$ cat config.mk
export PLATFORM = sky130hd
export DESIGN_NAME = countdown_timer_hms
export DESIGN_NICKNAME = d
export VERILOG_FILES = /design/src/cthms_pkg.sv /design/src/cthms_apb.sv /design/src/cthms_core.sv /design/src/countdown_timer_hms.sv
export SDC_FILE = /design/constraint.sdc
export NUM_CORES = 1
export LEC_CHECK = 0
export CORE_MARGIN = 5
export CORE_UTILIZATION = 40
export DETAILED_ROUTE_END_ITERATION = 6
export DONT_BUFFER_PORTS = 1
export PLACE_DENSITY = 0.53
export SYNTH_ARGS = -nofsm -noshare
export SYNTH_HDL_FRONTEND = slang
export SYNTH_SLANG_ARGS = --single-unit
$ cat constraint.sdc
create_clock -name aclk -period 6 [get_ports aclk]
set_input_delay 1.2 -clock aclk [delete_from_list [all_inputs] [get_ports aclk]]
set_output_delay 1.2 -clock aclk [all_outputs]
set_load 0.05 [all_outputs]
$ cat src/cthms_pkg.sv
// Package for the countdown timer: request codes, register indexes, event bits,
// countdown constants and the structs passed between the timer modules.
// No dependencies.
package cthms_pkg;

    localparam int unsigned TimeWidth = 16;

    typedef enum logic [1:0] {
        REQ_TICK  = 2'd0,
        REQ_WRITE = 2'd1,
        REQ_READ  = 2'd2,
        REQ_NONE  = 2'd3
    } req_type_t;

    // Timer register indexes carried in reg_index
    localparam logic [2:0] IDX_HOURS    = 3'd0;
    localparam logic [2:0] IDX_MINUTES  = 3'd1;
    localparam logic [2:0] IDX_SECONDS  = 3'd2;
    localparam logic [2:0] IDX_SUBSEC   = 3'd3;
    localparam logic [2:0] IDX_RUN_FLAG = 3'd4;

    // Configuration register indexes (byte address = 4 * index)
    localparam logic CFG_EVENT_ENABLE    = 1'b0;
    localparam logic CFG_PRESCALE_RELOAD = 1'b1;

    // Bit positions in event_enable
    localparam int unsigned EV_FINAL  = 0;
    localparam int unsigned EV_TIMEUP = 1;
    localparam int unsigned EV_SECOND = 2;

    localparam logic [TimeWidth-1:0] BORROW_TOP      = 16'd59;
    localparam logic [TimeWidth-1:0] FINAL_SECONDS   = 16'd5;
    localparam logic [TimeWidth-1:0] PRESCALE_RESET  = 16'd3;

    typedef struct packed {
        logic [2:0]           event_enable;
        logic [TimeWidth-1:0] prescale_reload;
    } cthms_cfg_t;

    typedef struct packed {
        logic [TimeWidth-1:0] read_data;
        logic                 second_event;
        logic                 final_seconds_event;
        logic                 time_up_event;
        logic [1:0]           key_pushes;
        logic                 running;
    } cthms_result_t;

endpackage

$ cat src/cthms_apb.sv
// APB-style configuration register file for the countdown timer.
// Depends on cthms_pkg for the register indexes and the configuration struct.
module cthms_apb (
    input  logic                   aclk,
    input  logic                   aresetn,
    input  logic                   psel,
    input  logic                   penable,
    input  logic                   pwrite,
    input  logic [2:0]             paddr,
    input  logic [31:0]            pwdata,
    output logic [31:0]            prdata,
    output logic                   pready,
    output cthms_pkg::cthms_cfg_t  cfg
);
    import cthms_pkg::*;

    logic [2:0]           event_enable_reg;
    logic [TimeWidth-1:0] prescale_reload_reg;
    logic                 wr_en;

    assign pready = 1'b1;
    assign wr_en  = psel && penable && pwrite && pready;

    always_ff @(posedge aclk) begin
        if (!aresetn) begin
            event_enable_reg    <= 3'd0;
            prescale_reload_reg <= PRESCALE_RESET;
        end else if (wr_en) begin
            if (paddr[2] == CFG_EVENT_ENABLE) begin
                event_enable_reg <= pwdata[2:0];
            end else begin
                prescale_reload_reg <= pwdata[TimeWidth-1:0];
            end
        end
    end

    always_comb begin
        if (paddr[2] == CFG_PRESCALE_RELOAD) begin
            prdata = {16'd0, prescale_reload_reg};
        end else begin
            prdata = {29'd0, event_enable_reg};
        end
    end

    assign cfg.event_enable    = event_enable_reg;
    assign cfg.prescale_reload = prescale_reload_reg;

endmodule

$ cat src/cthms_core.sv
// Timer state (hours, minutes, seconds, sub-second count, run flag) and the
// single-pass step logic for one request. Depends on cthms_pkg.
module cthms_core (
    input  logic                      aclk,
    input  logic                      aresetn,
    input  logic                      fire,
    input  logic [1:0]                req_type,
    input  logic [2:0]                reg_index,
    input  logic [15:0]               write_value,
    input  cthms_pkg::cthms_cfg_t     cfg,
    output cthms_pkg::cthms_result_t  result
);
    import cthms_pkg::*;

    logic [TimeWidth-1:0] hours_reg, hours_next;
    logic [TimeWidth-1:0] minutes_reg, minutes_next;
    logic [TimeWidth-1:0] seconds_reg, seconds_next;
    logic [TimeWidth-1:0] subsec_reg, subsec_next;
    logic                 run_reg, run_next;
    logic                 ev_sec, ev_final, ev_up;
    logic [TimeWidth-1:0] rdata;

    always_comb begin
        hours_next   = hours_reg;
        minutes_next = minutes_reg;
        seconds_next = seconds_reg;
        subsec_next  = subsec_reg;
        run_next     = run_reg;
        ev_sec       = 1'b0;
        ev_final     = 1'b0;
        ev_up        = 1'b0;
        rdata        = '0;
        case (req_type_t'(req_type))
            REQ_TICK: begin
                if (run_reg) begin
                    if (subsec_reg != '0) begin
                        subsec_next = subsec_reg - 16'd1;
                    end else begin
                        ev_sec   = cfg.event_enable[EV_SECOND];
                        ev_final = cfg.event_enable[EV_FINAL] && (hours_reg == '0)
                                   && (minutes_reg == '0) && (seconds_reg <= FINAL_SECONDS);
                        subsec_next = cfg.prescale_reload;
                        if (seconds_reg != '0) begin
                            seconds_next = seconds_reg - 16'd1;
                        end else if (minutes_reg != '0) begin
                            seconds_next = BORROW_TOP;
                            minutes_next = minutes_reg - 16'd1;
                        end else if (hours_reg != '0) begin
                            seconds_next = BORROW_TOP;
                            minutes_next = BORROW_TOP;
                            hours_next   = hours_reg - 16'd1;
                        end else begin
                            // hours underflow: time is up, clear and stop
                            ev_up        = cfg.event_enable[EV_TIMEUP];
                            run_next     = 1'b0;
                            subsec_next  = '0;
                            seconds_next = '0;
                            minutes_next = '0;
                            hours_next   = '0;
                        end
                    end
                end
            end
            REQ_WRITE: begin
                case (reg_index)
                    IDX_HOURS:    hours_next   = write_value;
                    IDX_MINUTES:  minutes_next = write_value;
                    IDX_SECONDS:  seconds_next = write_value;
                    IDX_SUBSEC:   subsec_next  = write_value;
                    IDX_RUN_FLAG: run_next     = write_value[0];
                    default: ;
                endcase
            end
            REQ_READ: begin
                case (reg_index)
                    IDX_HOURS:    rdata = hours_reg;
                    IDX_MINUTES:  rdata = minutes_reg;
                    IDX_SECONDS:  rdata = seconds_reg;
                    IDX_SUBSEC:   rdata = subsec_reg;
                    IDX_RUN_FLAG: rdata = {15'd0, run_reg};
                    default:      rdata = '0;
                endcase
            end
            default: ;
        endcase
    end

    always_ff @(posedge aclk) begin
        if (!aresetn) begin
            hours_reg   <= '0;
            minutes_reg <= '0;
            seconds_reg <= '0;
            subsec_reg  <= '0;
            run_reg     <= 1'b0;
        end else if (fire) begin
            hours_reg   <= hours_next;
            minutes_reg <= minutes_next;
            seconds_reg <= seconds_next;
            subsec_reg  <= subsec_next;
            run_reg     <= run_next;
        end
    end

    assign result.read_data           = rdata;
    assign result.second_event        = ev_sec;
    assign result.final_seconds_event = ev_final;
    assign result.time_up_event       = ev_up;
    assign result.key_pushes          = {1'b0, ev_sec} + {1'b0, ev_final} + {1'b0, ev_up};
    assign result.running             = run_next;

    // time-up only comes from a zero time, which also meets the final-seconds test
    a_up_stops: assert property (@(posedge aclk) disable iff (!aresetn)
        fire && ev_up |=> !run_reg && hours_reg == '0 && subsec_reg == '0)
        else $error("time-up did not clear and stop the timer");
    a_stopped_quiet: assert property (@(posedge aclk) disable iff (!aresetn)
        !run_reg |-> !ev_sec && !ev_final && !ev_up)
        else $error("event raised while the timer is stopped");
    a_idle_holds: assert property (@(posedge aclk) disable iff (!aresetn)
        !fire |=> $stable(hours_reg) && $stable(subsec_reg) && $stable(run_reg))
        else $error("timer state moved without a request");

endmodule

$ cat src/countdown_timer_hms.sv
// Top level of the countdown timer: input stage, result stage, configuration
// port. Depends on cthms_pkg, cthms_apb and cthms_core.
//
// Usage:
//   Requests enter on the s_ channel (s_valid/s_ready): a tick, a write of a
//   timer register or a read of one. Each request yields exactly one result on
//   the m_ channel (m_valid/m_ready) with read data, the fired events, the
//   count of key codes pushed and the run flag after the request.
//   Path: an accepted request waits in the input register, then its result is
//   shown on m_ (two register stages: input register, result register).
//   Throughput: one request per cycle unless m_ready stalls; the timer step is a
//   single short pass through the borrow chain between the two registers.
//   Stall: when m_ready is low the result holds; the input register still
//   takes one more request, then s_ready drops until the result is taken.
//   Reset (aresetn low, synchronous): both stages empty, time and run flag
//   cleared, event_enable = 0, prescale_reload = 3.
//   Configuration: APB-style, event_enable at 0x0, prescale_reload at 0x4;
//   write only while no request is in flight.
module countdown_timer_hms (
    input  logic        aclk,
    input  logic        aresetn,
    // configuration port
    input  logic        psel,
    input  logic        penable,
    input  logic        pwrite,
    input  logic [2:0]  paddr,
    input  logic [31:0] pwdata,
    output logic [31:0] prdata,
    output logic        pready,
    // request channel
    input  logic        s_valid,
    output logic        s_ready,
    input  logic [1:0]  s_req_type,
    input  logic [2:0]  s_reg_index,
    input  logic [15:0] s_write_value,
    // result channel
    output logic        m_valid,
    input  logic        m_ready,
    output logic [15:0] m_read_data,
    output logic        m_second_event,
    output logic        m_final_seconds_event,
    output logic        m_time_up_event,
    output logic [1:0]  m_key_pushes,
    output logic        m_running
);
    import cthms_pkg::*;

    cthms_cfg_t    cfg;
    cthms_result_t result;
    cthms_result_t res_reg;

    logic        in_valid_reg, in_valid_next;
    logic [1:0]  in_req_reg;
    logic [2:0]  in_idx_reg;
    logic [15:0] in_val_reg;
    logic        out_valid_reg, out_valid_next;
    logic        advance;
    logic        fire;

    cthms_apb u_apb (
        .aclk    (aclk),
        .aresetn (aresetn),
        .psel    (psel),
        .penable (penable),
        .pwrite  (pwrite),
        .paddr   (paddr),
        .pwdata  (pwdata),
        .prdata  (prdata),
        .pready  (pready),
        .cfg     (cfg)
    );

    // result slot is free when empty or being taken this cycle
    assign advance = !out_valid_reg || m_ready;
    assign fire    = in_valid_reg && advance;
    assign s_ready = !in_valid_reg || advance;

    always_comb begin
        in_valid_next = in_valid_reg;
        if (s_ready) begin
            in_valid_next = s_valid;
        end
        out_valid_next = out_valid_reg;
        if (advance) begin
            out_valid_next = in_valid_reg;
        end
    end

    always_ff @(posedge aclk) begin
        if (!aresetn) begin
            in_valid_reg  <= 1'b0;
            out_valid_reg <= 1'b0;
        end else begin
            in_valid_reg  <= in_valid_next;
            out_valid_reg <= out_valid_next;
        end
    end

    // capture the request payload
    always_ff @(posedge aclk) begin
        if (s_valid && s_ready) begin
            in_req_reg <= s_req_type;
            in_idx_reg <= s_reg_index;
            in_val_reg <= s_write_value;
        end
    end

    cthms_core u_core (
        .aclk        (aclk),
        .aresetn     (aresetn),
        .fire        (fire),
        .req_type    (in_req_reg),
        .reg_index   (in_idx_reg),
        .write_value (in_val_reg),
        .cfg         (cfg),
        .result      (result)
    );

    // load the result register as the timer step commits
    always_ff @(posedge aclk) begin
        if (fire) begin
            res_reg <= result;
        end
    end

    assign m_valid               = out_valid_reg;
    assign m_read_data           = res_reg.read_data;
    assign m_second_event        = res_reg.second_event;
    assign m_final_seconds_event = res_reg.final_seconds_event;
    assign m_time_up_event       = res_reg.time_up_event;
    assign m_key_pushes          = res_reg.key_pushes;
    assign m_running             = res_reg.running;

    a_hold_input: assert property (@(posedge aclk) disable iff (!aresetn)
        in_valid_reg && !advance |=> in_valid_reg && $stable(in_req_reg))
        else $error("input stage dropped a stalled request");
    a_ready_low_full: assert property (@(posedge aclk) disable iff (!aresetn)
        !s_ready |-> in_valid_reg && out_valid_reg && !m_ready)
        else $error("s_ready low while a stage is free");
    a_fire_fills_out: assert property (@(posedge aclk) disable iff (!aresetn)
        fire |=> out_valid_reg)
        else $error("processed request did not reach the result stage");
    a_key_count: assert property (@(posedge aclk) disable iff (!aresetn)
        out_valid_reg |-> m_key_pushes == ({1'b0, m_second_event}
            + {1'b0, m_final_seconds_event} + {1'b0, m_time_up_event}))
        else $error("key push count does not match fired events");

endmodule

# [Yosys cells after proc, flatten, opt, wreduce, memory -nomap -nowiden]
# Index checks and enable logic that the tools add are counted.
[word_totals] out_inout_bits=57 elab_cells=114 reg_bits=129 inputBits=63
[classes] magnitude_cmp=1 eq_ne=14 bitwise=1 muxes=48 add_sub_neg=6 reduce_logical=26
[ops] op="$mux 16" n=23
[ops] op="$pmux 16 s2" n=4
[ops] op="$pmux 16 s5" n=1
[ops] op="$reduce_bool 16->1" n=4
[ops] op="$sub 16x1->16 const B" n=4
[ops] op="$logic_not 16->1" n=2
[ops] op="$mux 1" n=18
[ops] op="$le 16x3->1 const B" n=1
[ops] op="$ne 2x1->1 const B" n=5
[ops] op="$logic_and 1x1->1" n=7
[ops] op="$reduce_and 7->1" n=1
[ops] op="$eq 3x2->1 const B" n=2
[ops] op="$mux 6" n=1
[ops] op="$ne 2x2->1 const B" n=3
[ops] op="$reduce_and 6->1" n=1
[ops] op="$reduce_and 5->1" n=1
[ops] op="$reduce_and 2->1" n=2
[ops] op="$reduce_and 4->1" n=1
[ops] op="$eq 3x1->1 const B" n=1
[ops] op="$eq 3x3->1 const B" n=1
[ops] op="$logic_not 3->1" n=1
[ops] op="$add 1x1->2" n=1
[ops] op="$add 2x1->2" n=1
[ops] op="$eq 2x1->1 const B" n=1
[ops] op="7 further kinds" n=9

# [Logic depth before layout (Yosys ltp)]
# Gate-level depths: netlist of run 1.
[logic_depth] word_depth=9 mapped_depth=10 mapped_depth_nobuf=8

# [By module]
# A second synthesis of run 1 with hierarchy kept.
[unflattened] cells_unflattened=886 area_unflattened_um2=7489.7
[modules_own_cells] mod="cthms_core" cells_each=713 area_each_um2=5022.3 instances=1
[modules_own_cells] mod="countdown_timer_hms" cells_each=52 area_each_um2=1395.1 instances=1
[modules_own_cells] mod="cthms_apb" cells_each=121 area_each_um2=1072.3 instances=1

# [Least setup slack after synthesis of run 1]
# Ideal clock, no wire load.
[synth_path] path_kind="input-to-output" startpoint="input port paddr[2]" endpoint="output port prdata[10]" arrival_time_ns=2.108 n_path_buf=2 path_stages=3 t_required_ns=4.800 slack_ns=2.692 path_cell_list="clkbuf_1 clkbuf_1 and2_1"
[synth_between] elab_chain_len=1
[synth_lines] element="from (decl)" line_no="countdown_timer_hms.sv:26" source="input logic [2:0] paddr,"
[synth_lines] element="$mux 16" line_no="cthms_apb.sv:38" source="if (paddr[2] == CFG_PRESCALE_RELOAD) begin"
[synth_lines] element="to (decl)" line_no="countdown_timer_hms.sv:28" source="output logic [31:0] prdata,"
# Every way passes these cells.

# [Final worst setup path of run 1]
[layout_path] startpoint="register u_core.subsec_reg[2]" endpoint="register u_core.seconds_reg[7]"
[layout_between] elab_chain_len=3
[layout_lines] element="from (decl)" line_no="cthms_core.sv:18" source="logic [TimeWidth-1:0] subsec_reg, subsec_next;"
[layout_lines] element="from (signal assigned)" line_no="cthms_core.sv:99" source="subsec_reg <= subsec_next;"
[layout_lines] element="$reduce_bool 16->1" line_no="cthms_core.sv:36" source="if (subsec_reg != '0) begin"
[layout_lines] element="$ne 2x2->1 (no source line)"
[layout_lines] element="$reduce_and 5->1 (no source line)"
[layout_lines] element="to (signal assigned)" line_no="cthms_core.sv:98" source="seconds_reg <= seconds_next;"
[layout_lines] element="to (decl)" line_no="cthms_core.sv:17" source="logic [TimeWidth-1:0] seconds_reg, seconds_next;"
# Every way passes these cells.
# A chain may end at the register's enable or synchronous reset.

==> flow_summary.ini, run 1 <==
[routing]
vias = 6803
drt_iter0_markers = 648
ant_nets = 0
dr.pass1.iters = 5
wl_per_cell_um = 22.8
via_per_inst = 6.15
post-route-drc-count = 0
routed_wl_mm = 25.2

[final_layout]
nets = 933
layout.cells.non_filler = 1107
n_fill_cell = 1840
synthToLayoutAreaGrowth_pct = 8.70
fin_area_um2 = 8160
antennaDiodeCount = 0
fin_util = 0.439
drive_above_1_share = 0.0951

[logic_synthesis]
synth_top_area_frac = 0.229
synth_cells = 894
synth_cell_types = 73
synth-edff-count = 43
synthTopCellsByCount = nand2_1, nor2_1, dfxtp_1
yosysSeqAreaShare = 0.401
syn_area_per_cell_um2 = 8.40
synth_flop_cell = dfxtp_1
synth_area_leaders = dfxtp_1, edfxtp_1, nand2_1
yosys_warnings = 0
ys_async_sr_fraction = 0
synth_top_cell_by_area = dfxtp_1
syn_area_um2 = 7510
synth.most_common_cell = nand2_1
ys_ff_latch = 129

[worst_setup_path]
end_kind = flop
cpMaxStageDelayCell = nor4_2
path_max_fanout = 21
path_cells = nor4_2 -> nand4_2 -> nor2_1 -> o31a_1 -> o21ai_0 -> a31o_1
crit_type = flop to flop
cp_data_arrival_time_ps = 4140
cpPeakStageDelay_ps = 950
crit_family = simple AND/OR/NAND/NOR gates
worstPathRequired_ps = 6320
critPathBufInv = 0
cp-start-kind = flop

[sta]
slew_headroom = 0.171
tns_ps = 0
setup_viol = 0
worst_slew_pin_slew_ps = 1240
fin_worst_skew_ps = 13.8
slew_viol_final = 0
fmax_mhz = 262
finalCritPeriodShare = 0.636
rsz0062_at_grt = false
hold_viol_final = 0
setup_ws_ps = 2180
min_period_ps = 3820

[placed_design]
post-place-cells = 1075
place_congestion = 0.934
dp_slack_ps = 2300
io_buffers = 0
placed_area_um2 = 7530
hpwl_mm = 17.8

[power]
leakage_nw = 3.00
internal_power_mw = 1.76
p_clk_frac = 0.442
powerDensity_nw_per_um2 = 313
peakVddDrop_v = 0.000201
switching_share = 0.311
p_sw_mw = 0.794
comb_power_share = 0.170
pwr-share-seq = 0.389

[global_routing]
grt_max_degree = 60
grt.overflow.total = 0
antenna_found_initial = 0
grt_pass1_wl_mm = 39.1
grt_pass1_vias = 6469
grt.total_usage = 0.235

[clock_network]
cts_buffer_depth = 2
cts_tree = yes
cts_hold_buffers = 0
post_cts_buffers = 0
cts_num_sinks = 129
clkLatencyLatePin_ps = 430
path_clk_slew_ps = 60
cts-root-buf = clkbuf_16
ctsHtreeMaxLevel = 4
cts_resized = 0
cts_inserted_buffers = 17

[floorplan]
row_count = 50
core_area_um2 = 18600
start_util = 0.404
die_area_um2 = 21600
die_w_um = 147
io_pins = 120
chipHeight_um = 147

[worst_hold_path]
hold_class = flop to flop

[run_status]
status = complete, no violations

[job]
drv_cap = 0
## metrics by stage
step                total power, mW  hold slack, ps
finish                         2.55             478
global route                   2.65             489
CTS                            2.56             479
detailed placement             1.43             465
global placement               1.43             464
floorplan                      1.34             441
## routing by layer
layer | GRT usage | up-vias | part of all wire
li1 | - | 3188 | -
met1 | 0.331 | 3286 | 0.46
met2 | 0.349 | 285 | 0.44
met3 | 0.0469 | 44 | 0.067
met4 | 0.103 | 0 | 0.037
met5 | 0 | - | 0
## layout by cell type (no fill, tap or decap), types with 6 or more instances in the layout
cell type,instances
a21oi_1,83
a22oi_1,15
a31oi_1,25
and2_1,20
clkbuf_16,17
conb_1,17
dfxtp_1,86
edfxtp_1,43
ha_1,9
inv_1,18
mux2_2,17
nand2_1,113
nand2b_1,11
nand3_1,18
nand4_1,17
nor2_1,88
nor3_1,13
nor4_4,7
o211ai_1,24
o21ai_0,54
o21ai_1,23
o31ai_1,19
o41ai_1,7
or3_1,6
xor2_1,9
## worst reg2reg max path, stage by stage, from the launching register on
cell     delay [ps]
dfxtp_1         370
nor4_2          950
nand4_2         770
nor2_1          340
o31a_1          760
o21ai_0         250
a31o_1          270
## area by class of cell
| type | instances | area (µm²) | share of cell area |
|---|---|---|---|
| Clock buffer | 17 | 425 | 0.0521 |
| Clock inverter | 15 | 206 | 0.0253 |
| Inverter | 19 | 71.3 | 0.00874 |
| Multi-Input combinational cell | 688 | 4120 | 0.504 |
| Sequential cell | 129 | 3010 | 0.369 |
| Tap cell | 234 | 293 | 0.0359 |
| Timing Repair Buffer | 5 | 37.5 | 0.00460 |
## path summary, 6_finish.rpt
path / from / to / slack, ps / depth (start not counted)
setup / recovery: u_core.subsec_reg[2] / u_core.seconds_reg[7] / 2180 / 6
hold / removal: u_apb.prescale_reload_reg[14] / u_apb.prescale_reload_reg[14] / 480 / 2
setup reg to reg: u_core.subsec_reg[2] / u_core.seconds_reg[7] / 2180 / 6
hold reg to reg: u_apb.prescale_reload_reg[14] / u_apb.prescale_reload_reg[14] / 480 / 2
## logic make-up (layout without fill, tap and decap cells)
group	count (synthesis)	count (layout)	share of synthesized area
adder cells (fa/ha/maj)	10	10	0.0177
other	2	17	0.00100
flip-flops	129	129	0.401
buffers and inverters	92	56	0.0596
multiplexers	23	23	0.0352
AO/OA/AOI/OAI	286	286	0.234
AND/OR/NAND/NOR	338	338	0.235
XOR/XNOR	14	14	0.0163
## power by group through the flow
stage,combinational [mW],sequential [mW],clock [mW]
6_report,0.433,0.992,1.13
5_1_grt,0.473,0.996,1.19
4_1_cts,0.425,0.991,1.15
3_5_place_dp,0.422,1.01,0
3_3_place_gp,0.418,1.01,0
2_1_floorplan,0.348,0.990,0
Note: power is estimated with default switching activity, not from simulation.
==> inputs of run 2 (changes only) <==
PLACE_DENSITY = 0.55   (was 0.53)
clock period = 3.5 ns   (was 6 ns; I/O delays follow)
==> run 2 against run 1 <==
Compared with the run above:
- register-to-register slack worse by 1600 ps
- total power grew 66%
- clock skew fell by 2.7 ps
- largest power group unchanged
- via count shrank 1.6%
- flip-flop and latch count did not move
- final cell count increased by 0.99%
- clock power rose by 58%
- fmax up 33%
- routed wire length shrank 7.3%
- worst setup slack got worse by 1600 ps
- sequential power grew 71%
==> flow_summary.ini, run 2 (same netlist as run 1, synthesis figures left out) <==
[global_routing]
antenna_found_initial = 0
grt_pass1_vias = 6131
grt.total_usage = 0.212
grt_max_degree = 60
grt_pass1_wl_mm = 35.8
grt.overflow.total = 0

[clock_network]
cts_resized = 0
cts_buffer_depth = 2
clkLatencyLatePin_ps = 430
post_cts_buffers = 0
cts_tree = yes
cts_num_sinks = 129
path_clk_slew_ps = 60
cts-root-buf = clkbuf_16
ctsHtreeMaxLevel = 4
cts_hold_buffers = 0
cts_inserted_buffers = 17

[final_layout]
mostFrequentLayoutCells = nand2_1, nor2_1, dfxtp_1, a21oi_1, o21ai_0
seq_area_um2 = 3010
synthToLayoutAreaGrowth_pct = 9.28
fin_util = 0.442
final_common_cell = nand2_1
nets = 944
n_fill_cell = 1838
multi_input_area_um2 = 4130
drive_above_1_share = 0.104
antennaDiodeCount = 0

[sta]
worst_slew_pin_slew_ps = 1160
min_period_ps = 2880
slew_headroom = 0.224
fin_worst_skew_ps = 11.1
rsz0062_at_grt = false
slew_viol_final = 0
finalCritPeriodShare = 0.822
tns_ps = 0
fmax_mhz = 348
hold_viol_final = 0
setup_viol = 0

[floorplan]
chipHeight_um = 147
core_area_um2 = 18600
die_area_um2 = 21600
start_util = 0.404
row_count = 50
die_w_um = 147
io_pins = 120

[run_status]
status = complete, no violations

[placed_design]
hpwl_mm = 16.7
place_congestion = 0.953
io_buffers = 0

[worst_setup_path]
path_cells = inv_1 -> ha_1 -> nor4b_1 -> nand4_1 -> nor4_2 -> o31ai_4 -> mux2i_1 -> a21oi_1
cp-start-kind = flop
crit_family = compound AO/OA/AOI/OAI gates
cpMaxStageDelayCell = o31ai_4
worstPathRequired_ps = 3780
path_max_fanout = 30
crit_type = flop to flop
critPathBufInv = 1
cp_data_arrival_time_ps = 3160
end_kind = flop
cpPeakStageDelay_ps = 920

[routing]
vias = 6694
dr.pass1.iters = 5
post-route-drc-count = 0
via_per_inst = 5.99
drt_iter0_markers = 586
ant_nets = 0
routed_wl_mm = 23.4
wl_per_cell_um = 20.9

[power]
leakage_nw = 3.05
peakVddDrop_v = 0.000326
powerDensity_nw_per_um2 = 515
finalPower_mw = 4.23

[job]
drv_cap = 0

[worst_hold_path]
hold_class = input port to flop
==> run 2: worst paths after layout <==
| path | cells past startpoint | start | end | slack [ps] |
|---|---|---|---|---|
| worst max register to register | 8 | u_core.seconds_reg[0] | u_core.hours_reg[5] | 620 |
| worst min register to register | 2 | u_apb.prescale_reload_reg[14] | u_apb.prescale_reload_reg[14] | 470 |
| worst max-delay path | 8 | u_core.seconds_reg[0] | u_core.hours_reg[5] | 620 |
| worst min-delay path | 1 | aresetn | u_apb.prescale_reload_reg[1] | 360 |
==> run 2: layout make-up <==
cell class,instances,share of cell area
timing repair buffer,16,0.0146
tap,234,0.0357
multi-input combinational,688,0.503
clock buffer,18,0.0523
sequential,129,0.367
inverter,19,0.00869
clock inverter,14,0.0189
==> run 2: worst register-to-register path: stages, from the launching register on <==
cell,delay [ps]
dfxtp_1,420
inv_1,110
ha_1,300
nor4b_1,180
nand4_1,330
nor4_2,100
o31ai_4,920
mux2i_1,300
a21oi_1,70
==> run 2: per-stage QoR <==
step	instance area, µm²	hold slack, ps	std cells	setup WS, ps
final	8210	357	1118	622
after global routing	8210	343	1118	387
after CTS	8210	341	1118	650
after detailed placement	7620	466	1086	660
after global placement	7620	464	1086	686
after floorplan	7570	441	909	1190
==> run 2: power breakdown <==
group / internal (mW) / switching, mW / total (mW)
combinational: 0.229 / 0.509 / 0.738
clock: 1.06 / 0.727 / 1.79
sequential: 1.60 / 0.104 / 1.70
==> run 2: per-layer routing <==
metal	wire, µm	GRT usage	up-vias
met1	10900	0.303	3183
met5	0	0	-
li1	-	-	3214
met4	813	0.0820	0
met2	10100	0.306	260
met3	1650	0.0568	37
